[config.mk]
export PLATFORM = sky130hd
export DESIGN_NAME = repeating_interval_timer
export DESIGN_NICKNAME = d
export VERILOG_FILES = /design/src/hdl/rit_pkg.sv /design/src/hdl/rit_regs.sv /design/src/hdl/rit_core.sv /design/src/hdl/repeating_interval_timer.sv
export VERILOG_INCLUDE_DIRS = /design/src /design/src/hdl
export SDC_FILE = /design/constraint.sdc
export NUM_CORES = 1
export LEC_CHECK = 0
export BUFFER_PORTS_ARGS = -buffer_cell sky130_fd_sc_hd__buf_4
export CORE_UTILIZATION = 30
export DETAILED_ROUTE_END_ITERATION = 8
export GPL_TIMING_DRIVEN = 0
export PLACE_DENSITY = 0.47
export SETUP_SLACK_MARGIN = 0.2
export SYNTH_ARGS = -nofsm -noshare
export SYNTH_HDL_FRONTEND = slang
export SYNTH_SLANG_ARGS = --single-unit
[constraint.sdc]
create_clock -name clk -period 6.03 [get_ports clk]
set_clock_uncertainty 0.15 [all_clocks]
set_input_delay 0.3015 -clock clk [delete_from_list [all_inputs] [get_ports clk]]
set_output_delay 0.3015 -clock clk [all_outputs]
set_load 0.02 [all_outputs]
[src/hdl/assert_macros.svh]
// Assertion macros shared by the interval timer modules.
// No dependencies; assertions are removed when SYNTHESIS is defined.
`ifndef ASSERT_MACROS_SVH
`define ASSERT_MACROS_SVH
`ifndef SYNTHESIS
// Expression must hold at every clock edge outside reset.
`define RIT_ASSERT(label, clk, rst_n, expr) \
    label: assert property (@(posedge clk) disable iff (!rst_n) (expr)) \
        else $error("assertion failed");
// Consequent must hold at the clock edge after the antecedent.
`define RIT_ASSERT_NEXT(label, clk, rst_n, ante, cons) \
    label: assert property (@(posedge clk) disable iff (!rst_n) (ante) |=> (cons)) \
        else $error("assertion failed");
`else
`define RIT_ASSERT(label, clk, rst_n, expr)
`define RIT_ASSERT_NEXT(label, clk, rst_n, ante, cons)
`endif
`endif

[src/hdl/rit_pkg.sv]
// Shared types and codes for the repeating interval timer.
// No dependencies.
package rit_pkg;

    typedef enum logic [1:0] {
        CMD_TICK  = 2'd0,
        CMD_START = 2'd1,
        CMD_STOP  = 2'd2,
        CMD_RESET = 2'd3
    } cmd_e;

    typedef enum logic [1:0] {
        EV_NONE     = 2'd0,
        EV_PERIODIC = 2'd1,
        EV_COMPLETE = 2'd2
    } event_e;

    // Register index, taken from the word address bit of paddr.
    localparam logic REG_DELAY = 1'b0;
    localparam logic REG_LIMIT = 1'b1;

    localparam int APB_DATA_WIDTH = 32;
    localparam int APB_ADDR_WIDTH = 3;

    // One command beat handed from the input register to the timer state.
    typedef struct packed {
        logic go;
        cmd_e cmd;
    } step_t;

endpackage

[src/hdl/rit_regs.sv]
// Configuration registers of the interval timer behind an APB-style port.
// Depends on rit_pkg.
module rit_regs #(
    parameter int TICK_WIDTH  = 16,
    parameter int COUNT_WIDTH = 16
) (
    input  logic                                 clk,
    input  logic                                 rst_n,
    input  logic                                 psel,
    input  logic                                 penable,
    input  logic                                 pwrite,
    input  logic [rit_pkg::APB_ADDR_WIDTH-1:0]   paddr,
    input  logic [rit_pkg::APB_DATA_WIDTH-1:0]   pwdata,
    output logic [rit_pkg::APB_DATA_WIDTH-1:0]   prdata,
    output logic                                 pready,
    output logic [TICK_WIDTH-1:0]                delay,
    output logic [COUNT_WIDTH-1:0]               limit,
    output logic                                 clear_count
);
    import rit_pkg::*;

    logic [TICK_WIDTH-1:0]  delay_reg;
    logic [COUNT_WIDTH-1:0] limit_reg;
    logic                   wr_en;
    logic                   index;

    assign pready = 1'b1;
    assign wr_en  = psel && penable && pwrite;
    assign index  = paddr[2];

    always_ff @(posedge clk or negedge rst_n) begin
        if (!rst_n)
        begin
            delay_reg <= '0;
            limit_reg <= '0;
        end
        else if (wr_en)
        begin
            if (index == REG_DELAY)
            begin
                delay_reg <= pwdata[TICK_WIDTH-1:0];
            end
            else
            begin
                limit_reg <= pwdata[COUNT_WIDTH-1:0];
            end
        end
    end

    // A repeat limit write restarts the firing count.
    assign clear_count = wr_en && (index == REG_LIMIT);

    always_comb begin
        if (index == REG_DELAY)
        begin
            prdata = APB_DATA_WIDTH'(delay_reg);
        end
        else
        begin
            prdata = APB_DATA_WIDTH'(limit_reg);
        end
    end

    assign delay = delay_reg;
    assign limit = limit_reg;

endmodule

[src/hdl/rit_core.sv]
// Timer state (interval, fire count, running flag) and the per-command update.
// Depends on rit_pkg and assert_macros.svh.
`include "assert_macros.svh"
module rit_core #(
    parameter int TICK_WIDTH  = 16,
    parameter int COUNT_WIDTH = 16
) (
    input  logic                   clk,
    input  logic                   rst_n,
    input  rit_pkg::step_t         step,
    input  logic [TICK_WIDTH-1:0]  elapsed,
    input  logic [TICK_WIDTH-1:0]  delay,
    input  logic [COUNT_WIDTH-1:0] limit,
    input  logic                   clear_count,
    output rit_pkg::event_e        event_kind,
    output logic [COUNT_WIDTH-1:0] fire_count,
    output logic                   is_running
);
    import rit_pkg::*;

    localparam int ACC_WIDTH = TICK_WIDTH + 1;

    logic [ACC_WIDTH-1:0]   acc_reg, acc_next, acc_sum;
    logic [COUNT_WIDTH-1:0] count_reg, count_next, count_inc;
    logic                   run_reg, run_next;
    logic                   hit, below;
    event_e                 ev;

    assign acc_sum   = ACC_WIDTH'(acc_reg + {1'b0, elapsed});
    assign hit       = acc_sum >= {1'b0, delay};
    assign count_inc = COUNT_WIDTH'(count_reg + 1'b1);
    assign below     = (limit == '0) || (count_inc < limit);

    always_comb begin
        acc_next   = acc_reg;
        count_next = count_reg;
        run_next   = run_reg;
        ev         = EV_NONE;
        if (step.go)
        begin
            case (step.cmd)
                CMD_TICK:
                begin
                    if (run_reg)
                    begin
                        if (hit)
                        begin
                            acc_next   = '0;
                            count_next = count_inc;
                            if (below)
                            begin
                                ev = EV_PERIODIC;
                            end
                            else
                            begin
                                // Final repeat, or a count already past the limit.
                                run_next = 1'b0;
                                ev = (count_inc == limit) ? EV_COMPLETE : EV_NONE;
                            end
                        end
                        else
                        begin
                            acc_next = acc_sum;
                        end
                    end
                end
                CMD_START:
                begin
                    run_next = 1'b1;
                    acc_next = '0;
                end
                CMD_STOP:
                begin
                    run_next = 1'b0;
                    acc_next = '0;
                end
                CMD_RESET:
                begin
                    count_next = '0;
                    acc_next   = '0;
                end
                default:
                begin
                    acc_next = acc_reg;
                end
            endcase
        end
    end

    always_ff @(posedge clk or negedge rst_n) begin
        if (!rst_n)
        begin
            acc_reg   <= '0;
            count_reg <= '0;
            run_reg   <= 1'b0;
        end
        else
        begin
            acc_reg <= acc_next;
            run_reg <= run_next;
            if (clear_count)
            begin
                count_reg <= '0;
            end
            else
            begin
                count_reg <= count_next;
            end
        end
    end

    assign event_kind = ev;
    assign fire_count = count_next;
    assign is_running = run_next;

    `RIT_ASSERT_NEXT(a_start_runs, clk, rst_n,
        step.go && step.cmd == CMD_START, run_reg && acc_reg == '0)
    `RIT_ASSERT_NEXT(a_stop_halts, clk, rst_n,
        step.go && step.cmd == CMD_STOP, !run_reg && acc_reg == '0)
    `RIT_ASSERT(a_fire_clears_acc, clk, rst_n,
        ev == EV_NONE || acc_next == '0)

endmodule

[src/hdl/repeating_interval_timer.sv]
// Top level of the repeating interval timer: input register, timer core, result register.
// Depends on rit_pkg, rit_regs, rit_core and assert_macros.svh.
//
// Usage:
// Each input beat carries one command (tick with elapsed_ticks, start, stop or
// reset count) on a valid/stall channel; each accepted beat yields exactly one
// result beat with event_kind, fire_count and is_running after that command.
// The delay and repeat limit are set through the APB-style port; the user must
// write them only while the block is idle, which the block itself does not enforce.
// Writing the repeat limit also clears the fire count. A command accepted at a clock
// edge is held in the input register; its result is captured in the result register
// when the held command advances, which a stalled receiver can hold back, and is then
// presented on the result channel.
// Throughput: one command per cycle while out_stall is low. The interval add, the
// delay compare and the count update all sit between the input and result registers.
// When the receiver stalls, the result register holds its beat and the input
// register can still take one more command; after that in_stall is raised
// until the result beat drains.
// Reset clears the timer state, both configuration registers and both valid
// flags; the timer comes out of reset stopped with a zero count.
`include "assert_macros.svh"
module repeating_interval_timer #(
    parameter int TICK_WIDTH  = 16,
    parameter int COUNT_WIDTH = 16
) (
    input  logic                                 clk,
    input  logic                                 rst_n,
    input  logic                                 psel,
    input  logic                                 penable,
    input  logic                                 pwrite,
    input  logic [rit_pkg::APB_ADDR_WIDTH-1:0]   paddr,
    input  logic [rit_pkg::APB_DATA_WIDTH-1:0]   pwdata,
    output logic [rit_pkg::APB_DATA_WIDTH-1:0]   prdata,
    output logic                                 pready,
    input  logic                                 in_valid,
    output logic                                 in_stall,
    input  logic [1:0]                           command,
    input  logic [TICK_WIDTH-1:0]                elapsed_ticks,
    output logic                                 out_valid,
    input  logic                                 out_stall,
    output logic [1:0]                           event_kind,
    output logic [COUNT_WIDTH-1:0]               fire_count,
    output logic                                 is_running
);
    import rit_pkg::*;

    // Input register.
    logic                   in_valid_reg;
    cmd_e                   cmd_reg;
    logic [TICK_WIDTH-1:0]  elapsed_reg;

    // Result register.
    logic                   out_valid_reg;
    event_e                 event_reg;
    logic [COUNT_WIDTH-1:0] count_reg;
    logic                   running_reg;

    logic                   advance;
    step_t                  step;
    logic [TICK_WIDTH-1:0]  delay;
    logic [COUNT_WIDTH-1:0] limit;
    logic                   clear_count;
    event_e                 core_event;
    logic [COUNT_WIDTH-1:0] core_count;
    logic                   core_running;

    // The held command moves into the result register whenever that register
    // is empty or its beat is being taken in this cycle.
    assign advance  = in_valid_reg && (!out_valid_reg || !out_stall);
    assign in_stall = in_valid_reg && !advance;

    assign step.go  = advance;
    assign step.cmd = cmd_reg;

    always_ff @(posedge clk or negedge rst_n) begin
        if (!rst_n)
        begin
            in_valid_reg <= 1'b0;
        end
        else if (!in_stall)
        begin
            in_valid_reg <= in_valid;
        end
    end

    always_ff @(posedge clk) begin
        if (in_valid && !in_stall)
        begin
            cmd_reg     <= cmd_e'(command);
            elapsed_reg <= elapsed_ticks;
        end
    end

    always_ff @(posedge clk or negedge rst_n) begin
        if (!rst_n)
        begin
            out_valid_reg <= 1'b0;
        end
        else if (advance)
        begin
            out_valid_reg <= 1'b1;
        end
        else if (!out_stall)
        begin
            out_valid_reg <= 1'b0;
        end
    end

    always_ff @(posedge clk) begin
        if (advance)
        begin
            event_reg   <= core_event;
            count_reg   <= core_count;
            running_reg <= core_running;
        end
    end

    rit_regs #(
        .TICK_WIDTH  (TICK_WIDTH),
        .COUNT_WIDTH (COUNT_WIDTH)
    ) u_regs (
        .clk         (clk),
        .rst_n       (rst_n),
        .psel        (psel),
        .penable     (penable),
        .pwrite      (pwrite),
        .paddr       (paddr),
        .pwdata      (pwdata),
        .prdata      (prdata),
        .pready      (pready),
        .delay       (delay),
        .limit       (limit),
        .clear_count (clear_count)
    );

    rit_core #(
        .TICK_WIDTH  (TICK_WIDTH),
        .COUNT_WIDTH (COUNT_WIDTH)
    ) u_core (
        .clk         (clk),
        .rst_n       (rst_n),
        .step        (step),
        .elapsed     (elapsed_reg),
        .delay       (delay),
        .limit       (limit),
        .clear_count (clear_count),
        .event_kind  (core_event),
        .fire_count  (core_count),
        .is_running  (core_running)
    );

    assign out_valid  = out_valid_reg;
    assign event_kind = event_reg;
    assign fire_count = count_reg;
    assign is_running = running_reg;

    `RIT_ASSERT(a_periodic_running, clk, rst_n,
        !out_valid_reg || event_reg != EV_PERIODIC || running_reg)
    `RIT_ASSERT(a_complete_stopped, clk, rst_n,
        !out_valid_reg || event_reg != EV_COMPLETE || !running_reg)
    `RIT_ASSERT_NEXT(a_advance_fills, clk, rst_n, advance, out_valid_reg)

endmodule
Word level (Yosys, flattened, before mapping)
Cells that the tools add are included.
- flip-flop bits (word level): 105
- memory bits (writable): 0
- memories: 0
- word-level logic and storage cells: 65
- bits in latches: 0
- memory bits (read-only): 0
- shifts and indexed selects: 0
- equal/unequal tests: 6
- bitwise gates (word level): 4
- divide/modulo/power cells: 0
- magnitude comparators: 2
- $mul: 0
- muxes and demuxes: 18
- $add $sub $neg: 2
- reductions and logical operators: 20
- operator list (kind ; count):
    2-to-1 mux 16 bit ; 5
    2-to-1 mux 17 bit ; 2
    one-hot mux 17 bit (2 select lines) ; 1
    one-hot mux 16 bit (2 select lines) ; 1
    adder 17 x 16 -> 17 bit ; 1
    greater-or-equal comparator 17 x 16 -> 1 bit ; 1
    adder 16 x 1 -> 16 bit, second input constant ; 1
    equality test 16 bit ; 1
    zero test 16 bit ; 1
    < comparator 16 bit ; 1
    2-to-1 mux 1 bit ; 7
    logical AND 1 bit ; 6
    AND reduction 2 bit ; 3
    equality test 2 bit, second input constant ; 2
    zero test 1 bit ; 4
    inequality test 2 x 1 -> 1 bit, second input constant ; 2
    inverter 1 bit ; 4
    OR reduction 4 bit ; 1
    one-hot mux 1 bit (3 select lines) ; 1
    AND reduction 3 bit ; 1
    OR reduction 3 bit ; 1
    equality test 2 x 1 -> 1 bit, second input constant ; 1
    zero test 2 bit ; 1
    logical OR 1 bit ; 2
    2-to-1 mux 2 bit ; 1

Depth between registers and ports, before layout
Gate-level depths: netlist (run 1).
- word-level depth: 8
- mapped depth: 20
- gate-level depth less buffers: 19

Hierarchy
A second synthesis (run 1) with hierarchy kept.
- cell total of the unflattened synthesis: 554
- area total of the unflattened synthesis: 6307.3 µm²
- modules (own cells, without submodules) (module ; cells an instance ; sequential area each (µm²) ; area an instance (µm²) ; times used):
    rit_core ; 403 ; 850.8 ; 3499.6 ; 1
    rit_regs ; 106 ; 800.8 ; 1604.0 ; 1
    repeating_interval_timer ; 45 ; 1161.1 ; 1203.7 ; 1

Worst setup path after synthesis (run 1)
No wires, ideal clock.
- path kind: reg2reg
- start point: reg elapsed_reg[1]
- end point: reg count_reg[0] (netlist: fire_count[0]) (data pin)
- data required time: 5.624 ns
- arrival: 4.157 ns
- path slack: 1.466 ns
- period minus slack after synthesis: 4.564 ns
- path buffers: 1
- cell stages (with the launch flop): 20
- setup time: 0.256 ns
- path through: edfxtp_1 -> ha_1 -> a21oi_1 -> nor2b_1 -> o31a_1 -> o41ai_1 -> o21a_1 -> nor2b_1 -> xnor2_1 -> ha_1 -> a21oi_1 -> a21oi_1 -> a2111oi_0 -> o21ba_2 -> nand3_1 -> mux2_4 -> nand2_1 -> clkbuf_1 -> mux2i_1 -> a22o_1
- cells in the longest elaborated chain, start to end: 6
- ends and longest elaborated chain (what ; RTL line ; RTL):
    from (decl) ; repeating_interval_timer.sv:50 ; logic [TICK_WIDTH-1:0] elapsed_reg;
    from (signal assigned) ; repeating_interval_timer.sv:90 ; elapsed_reg <= elapsed_ticks;
    adder 17 x 16 -> 17 bit ; rit_core.sv:29 ; assign acc_sum = ACC_WIDTH'(acc_reg + {1'b0, elapsed});
    greater-or-equal comparator 17 x 16 -> 1 bit ; rit_core.sv:30 ; assign hit = acc_sum >= {1'b0, delay};
    2-to-1 mux 16 bit ; rit_core.sv:46 ; if (hit)
    2-to-1 mux 16 bit ; rit_core.sv:44 ; if (run_reg)
    one-hot mux 16 bit (2 select lines) ; rit_core.sv:41 ; case (step.cmd)
    2-to-1 mux 16 bit ; rit_core.sv:39 ; if (step.go)
    via core_count[0] ; repeating_interval_timer.sv:64 ; logic [COUNT_WIDTH-1:0] core_count;
    to (signal assigned) ; repeating_interval_timer.sv:113 ; count_reg <= core_count;
    to (decl) ; repeating_interval_timer.sv:55 ; logic [COUNT_WIDTH-1:0] count_reg;
The timed path passes the listed nets, and every way through them passes these cells.
A chain may end at the register's enable or synchronous reset.

Worst setup path after layout (run 1)
Ends and elaborated chain as after synthesis.

==> results of run 1 <==
[timing repair]
item / in CTS / in global routing
hold endpoints to repair: 88 / 0
gates resized for setup: 0 / 1
hold buffers: 21 / 0
endpoints found under the setup margin: 0 / 12
[power by group through the flow]
stage               clock [mW]  sequential [mW]  combinational [mW]
floorplan                    0            0.908               0.391
global placement             0            0.913               0.581
detailed placement           0            0.914               0.597
CTS                      0.709            0.900               0.610
global route             0.740            0.912               0.677
finish                   0.691            0.900               0.602
[routing by layer]
| layer | vias up | wire length (um) | global-route usage |
|---|---|---|---|
| met5 | - | 0 | 0 |
| met4 | 0 | 123 | 0.0336 |
| met3 | 10 | 728 | 0.0320 |
| met2 | 98 | 6690 | 0.244 |
| met1 | 2249 | 7370 | 0.214 |
| li1 | 2317 | - | - |
[worst min-delay path: cells and delay by family]
family | cells | cell delay [ns]
buffers and inverters | 1 | 0.09
AND/OR/NAND/NOR | 1 | 0.04
AO/OA/AOI/OAI | 1 | 0.06
[logic make-up after synthesis]
group	after synthesis	synth area share
adders and majority gates	53	0.112
buffers and inverters	76	0.0587
DFF	105	0.468
muxes	19	0.0360
xor gates and xnor gates	26	0.0379
and+or+nand+nor	171	0.140
other	2	0.00125
AOI/OAI and AO/OA	135	0.146
[cell usage in the layout (no fill, tap or decap), types with 2 or more instances in the layout]
cell type,Yosys,layout
o211ai_1,9,9
nand2_1,70,70
nand4_1,9,9
buf_4,17,95
inv_1,43,43
buf_2,2,2
dlygate4sd3_1,0,21
edfxtp_1,37,37
nand2b_1,6,6
and3_1,5,5
nand3b_1,2,2
o21bai_1,2,2
bufinv_16,0,3
or2_2,3,3
xnor2_1,21,21
nor2b_1,6,6
conb_1,2,17
a21oi_1,29,29
o21ai_1,2,2
clkbuf_1,13,14
nor3_1,4,4
ha_1,52,52
a22o_1,18,18
o21a_1,3,3
nand3_1,20,20
and2_1,7,7
mux2_2,17,17
nor2_1,16,16
or3_1,12,12
clkbuf_16,0,9
a31oi_1,4,4
xor2_1,5,5
o21ai_0,41,41
a21o_1,12,12
dfrtp_1,68,68
nor4_1,4,4
[layout make-up]
class | count | area share
timing repair buffer | 99 | 0.105
sequential | 105 | 0.373
multi-input combinational | 421 | 0.386
buffer | 33 | 0.0254
clock buffer | 11 | 0.0322
tap | 265 | 0.0439
inverter | 43 | 0.0214
clock inverter | 5 | 0.0136
[how the worst max path moves through the flow]
stage | cells past startpoint | startpoint | slack [ns] | end
floorplan | 19 | elapsed_reg[1] | 1.47 | fire_count[0]
global placement | 19 | elapsed_reg[1] | 0.72 | fire_count[0]
detailed placement | 19 | elapsed_reg[1] | 0.63 | fire_count[0]
CTS | 19 | elapsed_reg[1] | 0.59 | fire_count[0]
global route | 19 | elapsed_reg[1] | 0.44 | fire_count[0]
finish | 19 | elapsed_reg[1] | 0.87 | fire_count[0]
[metrics by stage]
step | setup WS, ns | std cells
after global placement | 0.718 | 945
final | 0.873 | 982
after CTS | 0.591 | 982
after global routing | 0.445 | 982
after floorplan | 1.47 | 602
after detailed placement | 0.626 | 945
==> run metrics, run 1 <==
outcome completed; core area approximately 20000 um2; Synth area leader dfrtp_1; FP Rows 51; layout cells sized above 1 0.197; Hold Startpoint pwdata[15]; final instance area 7550 um2; Slew @ Worst Pin between 0.9 and 1 ns; Setup Crit Path Kind flip-flop to flip-flop; placed cell area about 7000 um2; CTS H-Tree Depth 3; Synth Register Bits 105; CP Data Required Time 5.98 ns; area used by multi-input combinational logic 2910 um2; Slew Limit Fails 0; CTS Buf Count 9; WL final 14900 um; Total Power 2.19 mW; Crit. End Element flip-flop; chip height between 100 and 150 um; Util after Layout 0.387; Achievable Freq 194 MHz; total number of yosys warnings 0; Nets approximately 830; Slowest-stage cell, CP o41ai_2; Clock power frac 0.315; first-pass GRT wire length between 20000 and 25000 um; vias post-DR around 4700; share of the synthesized area in the top cell type 0.283; Worst Reg-to-Reg Cells 19; Net Switching about 700 uW; Critical Path, Cell by Cell ha_1 -> a21oi_1 -> nor2b_1 -> o31a_1 -> o41ai_2 -> o21a_1 -> nor2b_1 -> xnor2_1 -> ha_1 -> a21oi_1 -> a21oi_1 -> a2111oi_0 -> o21ba_2 -> nand3_1 -> mux2_4 -> nand2_1 -> clkbuf_1 -> mux2i_1 -> a22o_1; syn_area_per_cell 10.2 um2; Netlist cell types 58; Max Fanout on Critical Path 10; DRT Pass-1 Iters 4; Starting Density 0.308; Die W 144 um; antenna violations before repair 0; static leakage 3.55 nW; port bufs just under 80; number of synthesized flops with an enable pin 37; CP top delay family compound AO/OA/AOI/OAI gates; reg2reg start elapsed_reg[1]; Post-CTS Setup Inserts 0; top cells by count, synth 70 x nand2_1, 68 x dfrtp_1, 52 x ha_1, 43 x inv_1, 41 x o21ai_0; Final min period 5.16 ns; Clock Tree Buf Depth 2; Worst-path clk slew about 0.070 ns; Slew headroom 0.375; max reg flops 17; Crit path largest cell delay ~0.46 ns; top_reg_cell synth dfrtp_1; final hold vios 0; Reg power frac 0.410; ant diodes 0; R2R setup slack a little under 0.9 ns; synth top area cells dfrtp_1 28%, edfxtp_1 18%, ha_1 11%, nand2_1 4.4%, o21ai_0 3.4%; GPL Wtd Cong 0.845; hold path endpoint u_regs.limit[15]; area grow syn2layout 25.6%; post-synthesis async set-or-reset flop share 0.648; Sequential Area between 2000 and 3000 um2; io pins approximately 110; fin crit share 0.855; CP arrival 5.11 ns; DR WL/cell approximately 15 um; Worst Path Buf+Inv 1; DR iter-0 viols 190; Max-Cap Viols 0; setup violators final 0; Via density 4.76; CTS tree yes; top-count cell post-synth nand2_1; Cell Area, Synth between 6000 and 7000 um2; full die area between 20000 and 25000 um2; vias in the first global route around 4800; RSZ-0062 raised after global routing false; crit-path most repeated cell a21oi_1; startpoint types flip-flop; Logic pwr share 0.275; fillers just under 2000; largest net degree at the start of global routing between 60 and 70; Worst-Skew Late Latency about 0.35 ns; hpwl dp between 10000 and 15000 um; hold slack around 0.032 ns; Switching Fraction 0.310; sequential area share after synthesis 0.468; PD cells between 200 and 300 nW/um2; DRC viols 0; internal cell power around 1.5 mW; gr usage total 0.154; RR Endpoint fire_count[0]; cells after synthesis 587; Clock Tree Root clkbuf_16; clock tree sinks between 100 and 150; Worst VDD drop about 0.00015 V; DRT antenna net count 0; grt ovf 0; setup TNS 0 ns; worst hold path type primary input to flip-flop; hold depth 3
No activity file was read; power rests on OpenSTA's default activity.
==> run 2, diff against run 1 <==
--- a/config.mk
+++ b/config.mk
@@ -8,9 +8,9 @@
 export LEC_CHECK = 0
 export BUFFER_PORTS_ARGS = -buffer_cell sky130_fd_sc_hd__buf_4
 export CORE_UTILIZATION = 30
+export CTS_CLUSTER_DIAMETER = 100
 export DETAILED_ROUTE_END_ITERATION = 8
 export GPL_TIMING_DRIVEN = 0
-export PLACE_DENSITY = 0.47
 export SETUP_SLACK_MARGIN = 0.2
 export SYNTH_ARGS = -nofsm -noshare
 export SYNTH_HDL_FRONTEND = slang
==> run 2 against run 1 <==
  * Sequential share of layout area up 0.11 points
  * Sequential cell count unchanged
  * Non-clock buffer count is 1 higher
  * Critical endpoint unchanged
  * Largest power group unchanged
==> run metrics, run 2 (synthesis results as in run 1) <==
outcome completed; final instance area 7530 um2 (-0.28%); first-pass GRT wire length 22500 um (-7.2%); crit-path most repeated cell a21oi_1; Crit. End Element flip-flop; static leakage 3.54 nW (-0.32%); DR WL/cell 14.5 um (-4.8%); CP top delay family compound AO/OA/AOI/OAI gates; Slew headroom 0.378 (+0.00361); internal cell power 1.46 mW (-3.7%); core area 19500 um2 (unchanged); Max-Cap Viols 0 (unchanged); fillers 2026 (+1.9%); gr usage total 0.144 (-0.00975); Critical Path, Cell by Cell ha_1 -> a21oi_1 -> nor2b_1 -> o31a_1 -> o41ai_1 -> o21a_1 -> nor2b_1 -> xnor2_1 -> ha_1 -> a21oi_1 -> a21oi_1 -> a2111oi_0 -> o21ba_2 -> nand3_1 -> mux2_4 -> nand2_1 -> clkbuf_1 -> mux2i_1 -> a22o_1; setup TNS 0 ns (unchanged); antenna violations before repair 0 (unchanged); Reg power frac 0.420 (+0.010); layout cells sized above 1 0.196 (-0.000274); full die area 20600 um2 (unchanged); WL final 14200 um (-4.7%); Max Fanout on Critical Path 10 (unchanged); Logic pwr share 0.280 (+0.005); fin crit share 0.892 (+0.0370); Setup Crit Path Kind flip-flop to flip-flop; chip height 144 um (unchanged); Util after Layout 0.385 (-0.00109); Slew @ Worst Pin 0.932 ns (-0.00541 ns); Final min period 5.38 ns (+0.223 ns); Worst Path Buf+Inv 1 (unchanged); Cell Count, Final, Fillers Out 983 (+0.10%); Nets 826 (+0.12%); GPL Wtd Cong 0.829 (-1.8%); most common cell after layout, fill and taps aside buf_4; Worst-Skew Late Latency 0.36 ns (about the same); CTS tree yes; Crit path largest cell delay 0.73 ns (+0.27 ns); CP Data Required Time 5.99 ns (about the same); ant diodes 0 (unchanged); Clock Tree Root clkbuf_16; commonest non-fill, non-tap cells in the layout 95 x buf_4, 70 x nand2_1, 68 x dfrtp_1, 52 x ha_1, 43 x inv_1; placed cell area 6990 um2 (unchanged); grt ovf 0 (unchanged); DRT antenna net count 0 (unchanged); PD cells 285 nW/um2 (-2.1%); Slowest-stage cell, CP o41ai_1; largest net degree at the start of global routing 69 (unchanged); Starting Density 0.308 (unchanged); worst hold path type primary input to flip-flop; Clock power frac 0.300 (-0.015); hpwl dp 10800 um (-7.1%); setup violators final 0 (unchanged); RSZ-0062 raised after global routing false; Switching Fraction 0.320 (+0.00969); DR iter-0 viols 283 (+49%); max reg flops 17 (unchanged); vias post-DR 4562 (-2.4%); clock tree sinks 105 (unchanged); final hold vios 0 (unchanged); DRT Pass-1 Iters 4 (unchanged); Total Power 2.14 mW (-2.3%); Slew Limit Fails 0 (unchanged); area used by multi-input combinational logic 2900 um2 (-0.26%); CTS H-Tree Depth 3 (unchanged); Net Switching 684 uW (+0.70%); Worst VDD drop 0.000152 V (+2.2%); port bufs 78 (unchanged); vias in the first global route 4436 (-7.9%); DRC viols 0 (unchanged); CP arrival 5.34 ns (+0.23 ns); Achievable Freq 186 MHz (-4.1%); Via density 4.64 (-2.5%); io pins 114 (unchanged); Sequential Area 2810 um2 (unchanged); Worst-path clk slew 0.07 ns (about the same); Die W 144 um (unchanged); CTS Buf Count 9 (unchanged); Placed Instances 945 (unchanged); area grow syn2layout 25.2%; FP Rows 51 (unchanged); Clock Tree Buf Depth 2 (unchanged); startpoint types flip-flop
run 2: changes by cell type in the layout (fill, tap and decap cells not counted), sizes merged:
cell,before,now
bufinv,3,1
dlygate4sd3,21,22
inv,43,45
run 2: cell type report:
type	instances	share of cell area
flip-flops and latches	105	0.374
plain buffers	33	0.0254
clock inverters	5	0.00765
multi-input cells	421	0.386
clock buffers	11	0.0351
well taps	265	0.0440
repair buffers	100	0.107
inverters	43	0.0214
run 2: power groups by stage:
stage	logic, mW	clock network [mW]	registers, mW
finish	0.600	0.642	0.900
global route	0.680	0.678	0.912
CTS	0.606	0.659	0.900
detailed placement	0.589	0	0.914
global placement	0.583	0	0.912
floorplan	0.391	0	0.908
run 2: repair_timing:
| item | 4_1_cts | 5_1_grt |
|---|---|---|
| hold buffers | 22 | 0 |
| gates resized for setup | 0 | 0 |
| endpoints found under the hold margin | 89 | 0 |
| buffers inserted | 0 | 0 |
run 2: worst register-to-register path, stage by stage (launching register included):
cell and delay [ns]:
edfxtp_1 0.40, ha_1 0.30, a21oi_1 0.15, nor2b_1 0.08
o31a_1 0.27, o41ai_1 0.73, o21a_1 0.25, nor2b_1 0.15
xnor2_1 0.18, ha_1 0.31, a21oi_1 0.15, a21oi_1 0.09
a2111oi_0 0.33, o21ba_2 0.23, nand3_1 0.08, mux2_4 0.36
nand2_1 0.14, clkbuf_1 0.41, mux2i_1 0.14, a22o_1 0.21
run 2: stage by stage:
step / setup slack (ns) / hold WS (ns)
3_3_place_gp: 0.715 / 0.325
3_5_place_dp: 0.692 / 0.331
5_1_grt: 0.323 / 0.0241
6_report: 0.649 / 0.0130
2_1_floorplan: 1.47 / -0.144
4_1_cts: 0.670 / 0.00165
run 2: path summary, 6_finish.rpt:
check                                from                    to  slack, ns  depth (start not counted)
min in group asynchronous           rst_n     u_core.acc_reg[2]       0.48                          2
max in group asynchronous           rst_n  u_core.count_reg[12]       4.65                          2
hold reg to reg              in_valid_reg             out_valid       0.35                          1
setup reg to reg           elapsed_reg[1]         fire_count[0]       0.65                         19
hold / removal                 pwdata[13]      u_regs.limit[13]       0.01                          3
setup / recovery           elapsed_reg[1]         fire_count[0]       0.65                         19
run 2: per-layer routing:
| metal | share of wire | up-vias | GRT usage |
|---|---|---|---|
| li1 | - | 2312 | - |
| met1 | 0.51 | 2147 | 0.205 |
| met2 | 0.44 | 89 | 0.220 |
| met3 | 0.038 | 14 | 0.0207 |
| met4 | 0.015 | 0 | 0.0538 |
| met5 | 0 | - | 0 |
